### src/hdl/mrn_pkg.sv
`timescale 1ns / 1ps
// ----------------------------------------------------------------------------
// mrn_pkg
// Shared types and constants for the max-reachable-node graph walker.
// ----------------------------------------------------------------------------
package mrn_pkg;

  localparam int NODE_W = 8;  // node id field width
  localparam int KIND_W = 2;  // request kind field width
  localparam int CFG_W  = 9;  // node_count register width

  typedef enum logic [KIND_W-1:0] {
    KIND_EDGE  = 2'd0,
    KIND_QUERY = 2'd1,
    KIND_CLEAR = 2'd2
  } kind_e;

endpackage

### src/hdl/mrn_cfg.sv
`timescale 1ns / 1ps
// ----------------------------------------------------------------------------
// mrn_cfg
// node_count register, saturated to 1..MAX_NODES on write.
// ----------------------------------------------------------------------------
module mrn_cfg import mrn_pkg::*; #(
  parameter int MAX_NODES = 256
) (
  input  logic             clk_i,
  input  logic             rst_ni,
  input  logic             we_i,
  input  logic [CFG_W-1:0] wdata_i,
  output logic [CFG_W-1:0] node_count_o
);

  localparam int NodeRst = (MAX_NODES < 256) ? MAX_NODES : 256;

  logic [CFG_W-1:0] node_count_q, node_count_d;

  always_comb begin
    if (wdata_i == '0) begin
      node_count_d = CFG_W'(1);
    end else if (int'(wdata_i) > MAX_NODES) begin
      node_count_d = CFG_W'(MAX_NODES);
    end else begin
      node_count_d = wdata_i;
    end
  end

  always_ff @(posedge clk_i or negedge rst_ni) begin
    if (!rst_ni) begin
      node_count_q <= CFG_W'(NodeRst);
    end else if (we_i) begin
      node_count_q <= node_count_d;
    end
  end

  assign node_count_o = node_count_q;

endmodule

### config.mk
export PLATFORM = sky130hd
export DESIGN_NAME = mrn_cfg
export DESIGN_NICKNAME = d
export VERILOG_FILES = /design/src/hdl/mrn_pkg.sv /design/src/hdl/mrn_cfg.sv
export SDC_FILE = /design/constraint.sdc
export NUM_CORES = 1
export LEC_CHECK = 0
export BUFFER_PORTS_ARGS = -buffer_cell sky130_fd_sc_hd__buf_4
export CELL_PAD_IN_SITES_DETAIL_PLACEMENT = 1
export CELL_PAD_IN_SITES_GLOBAL_PLACEMENT = 2
export CORE_MARGIN = 2
export CORE_UTILIZATION = 20
export CTS_CLUSTER_SIZE = 10
export DETAILED_ROUTE_END_ITERATION = 7
export PLACE_DENSITY_LB_ADDON = 0.1
export SKIP_LAST_GASP = 1
export SLEW_MARGIN = 20
export SYNTH_ARGS = -nofsm -noshare
export SYNTH_HDL_FRONTEND = slang
export SYNTH_SLANG_ARGS = --single-unit
export TNS_END_PERCENT = 5
### constraint.sdc
create_clock -name clk_i -period 0.8 [get_ports clk_i]
set_input_delay 0.04 -clock clk_i [delete_from_list [all_inputs] [get_ports clk_i]]
set_output_delay 0.04 -clock clk_i [all_outputs]
set_load 0.03 [all_outputs]
# == Word-level counts from Yosys, hierarchy flattened ==
# Index checks and enable logic that the tools add are counted.
# totals
out_inout_bits,9
in_bits,12
ff_bits,9
# classes
muxes,2
reduce_logical,1
n_lt_le_gt_ge,1
# ops
op,count
$mux 9,2
$gt 9x9->1 const B,1
$logic_not 9->1,1

# == Depth between registers and ports, before layout ==
# depth
ltp_word,3
mapped_depth,4
ltp_nobuf,3

# == Worst setup path before layout ==
# OpenSTA, ideal clock, no wires.
# synth_timing
path_type,register -> register
start,"register, netlist name node_count_o[8]"
end,register node_count_q[8] (netlist: node_count_o[8])
n_path_buf,0
t_required_ns,0.721
setup_time_ns,0.079
arrival_time_ns,0.774
path_slack_ns,-0.053
path_stages_with_launch,3
synth_period_minus_slack_ns,0.853
cell_sequence,dfstp_2 > inv_1 > o21ai_0
# synth_rtl
item,line,text
"end signal, assigned",mrn_cfg.sv:32,node_count_q <= CFG_W'(NodeRst);
"end signal, assigned",mrn_cfg.sv:34,node_count_q <= node_count_d;
"end, declared",mrn_cfg.sv:18,"logic [CFG_W-1:0] node_count_q, node_count_d;"

# == Worst setup path after layout ==
# layout_timing
start,register node_count_q[8] (netlist: node_count_o[8])
end,output port node_count_o[8]
# layout_rtl
item,line,text
"end, declared",mrn_cfg.sv:13,output logic [CFG_W-1:0] node_count_o
# No word-level cell between the ends.

==> metrics.yaml <==
num_rows: 16
syn-cell-area_um2: 399.1
multi_input_area_um2: 128.9
status: "finished, violations left"
dpl_cell_area_um2: 573.1
synth_edf_count: 0
drc: 0
post_cts_buffers: 0
grt_pass1_wl_um: 1690
synthCells: 41
worstPathArrival_ps: 920
grt_max_degree: 19
avgViaCountPerCell: 3.978
setup_ws_ps: -156.8
clock_insertion_delay_worst_skew_ps: 260
final_hold_viol_count: 0
ioPinCount: 21
n_antenna_cell: 0
cp.required_ps: 760
relSlewSlack_pct: 86.02
track_usage_pct: 9.359
cts_tree: "built"
rsz0062_at_grt: "true"
worst_slew_pin_slew_ps: 207.9
ant_nets: 0
setup_tns_ps: -448.6
hpwl_um: 767.8
crit_buf_inv: 1
crit_slowest_cell: "dfstp_2"
cts_made_buffers: 3
synthTopCellsByArea: "dfrtp_1, nand3b_1, o21ai_0, inv_1, dfstp_2"
die_w_um: 48.67
ys_ff_latch: 9
cts-root-buf: "clkbuf_4"
drt_iter0_markers: 2
cts_buffer_depth: 2
stdcell_area_um2: 613.1
largest_register_ffs: 9
min_period_ps: 956.8
critPathCaptureType: "output port"
final.period_utilization_pct: 119.6
final-seq-area_um2: 226.5
slowest_delay_ps: 530
via_count: 362
h-tree-depth: 1
p_leak_nw: 0.2904
routed_wl_um: 971
finalSetupViolCount: 9
hp-class: "input port to flop"
fill_cells: 240
critPathLaunchType: "flop"
drv_cap: 0
die_y_um: 48.67
synth_cell_type_count: 10
crit_type: "flop to output port"
synth_nets: 53
grt_pass1_vias: 357
nets: 77
initial_core_util_pct: 20.77
wl_per_cell_um: 10.67
async_reset_ff_share_pct: 100.0
syn2layout_area_growth_pct: 53.60
clkTransAtPathRegs_ps: 60
powerDensity_nw_per_um2: 1828
cts_sinks: 9
yosysTopAreaCellShare_pct: 50.16
coreArea_um2: 1922
cp_top_family: "flip-flops"
placedCellCount: 86
peakVddDrop_v: 0.0008777
ys_warn_count: 0
ys.flop_type: "dfrtp_1"
synth.top_cells.by_count: "inv_1, o21ai_0, dfrtp_1"
drive_gt1_share_pct: 39.06
path_max_fanout: 2
portBuffers: 20
antenna_found_initial: 0
violations: "setup timing"
fin_skew_ps: 0
avgSynthCellArea_um2: 9.735
instances_no_fill: 91
slew_violations: 0
gp_congestion: 0.6130
whs_ps: 29.97
die-area_um2: 2369
firstDrtPassIters: 4
ys_seq_area_share_pct: 56.74
synth_top_area_cell: "dfrtp_1"
path_cells: "buf_6"
max_freq_mhz: 1045
overflow: 0
-- what timing repair did --
action                                  4_1_cts  5_1_grt
endpoints found under the setup margin        9        9
hold buffers                                  1        0
gates resized for setup                       1        0
hold endpoints to repair                      9        0
-- cell families (layout without fill, tap and decap cells) --
kind of cell	Yosys count	in the layout	share of synthesized area [%]
DFF	9	9	56.74
buffers and inverters	11	34	10.97
AOI/OAI and AO/OA	10	10	12.85
and+or+nand+nor	11	11	19.43
-- area by class of cell --
cell class / count / share of cell area, %
clock buffers: 4 / 4.286
multi-input cells: 21 / 21.02
well taps: 27 / 5.510
flip-flops and latches: 9 / 36.94
inverters: 9 / 5.510
repair buffers: 21 / 26.73
-- report_power, final --
part | switching, mW | leakage, nW | total [mW] | internal, mW
Sequential | 0.0190 | 0.114 | 0.515 | 0.496
Combinational | 0.151 | 0.162 | 0.264 | 0.113
Clock | 0.150 | 0.0150 | 0.342 | 0.192
-- routing by layer --
layer  GRT usage [%]  vias up  share of wire [%]
met4           1.429        0                  0
met3           4.630        0                5.0
met5               0        -                  0
met2           15.53       10                 52
li1                -      180                  -
met1           11.09      172                 43
-- worst paths after layout --
kind,start,end,slack [ps],cells past startpoint
max in group asynchronous,rst_ni,node_count_o[8],450,2
min in group asynchronous,rst_ni,node_count_o[0],140,2
worst min register to register,node_count_o[8],node_count_o[8],470,2
worst max-delay path,node_count_o[8],node_count_o[8],-160,1
worst min-delay path,wdata_i[0],node_count_o[0],30,3
worst max register to register,node_count_o[8],node_count_o[8],50,2
-- layout by cell type, fill, tap and decap left out, drive strengths merged --
| cell type | instances |
|---|---|
| nor3 | 1 |
| nor4 | 1 |
| nand3b | 7 |
| o21ai | 9 |
| a31oi | 1 |
| clkbuf | 4 |
| dlygate4sd3 | 1 |
| nand2 | 2 |
| dfrtp | 8 |
| dfstp | 1 |
| inv | 9 |
| buf | 20 |
-- stage by stage --
step / power [mW] / util, % / worst slack (ps)
detailed placement: 0.7854 / 29.82 / 0.5846
finish: 1.121 / 31.90 / -156.8
CTS: 1.151 / 31.90 / -174.5
global placement: 0.7857 / 29.82 / 24.56
global route: 1.198 / 31.90 / -190.3
floorplan: 0.6529 / - / -27.23
Power figures use the tool's default switching activity.
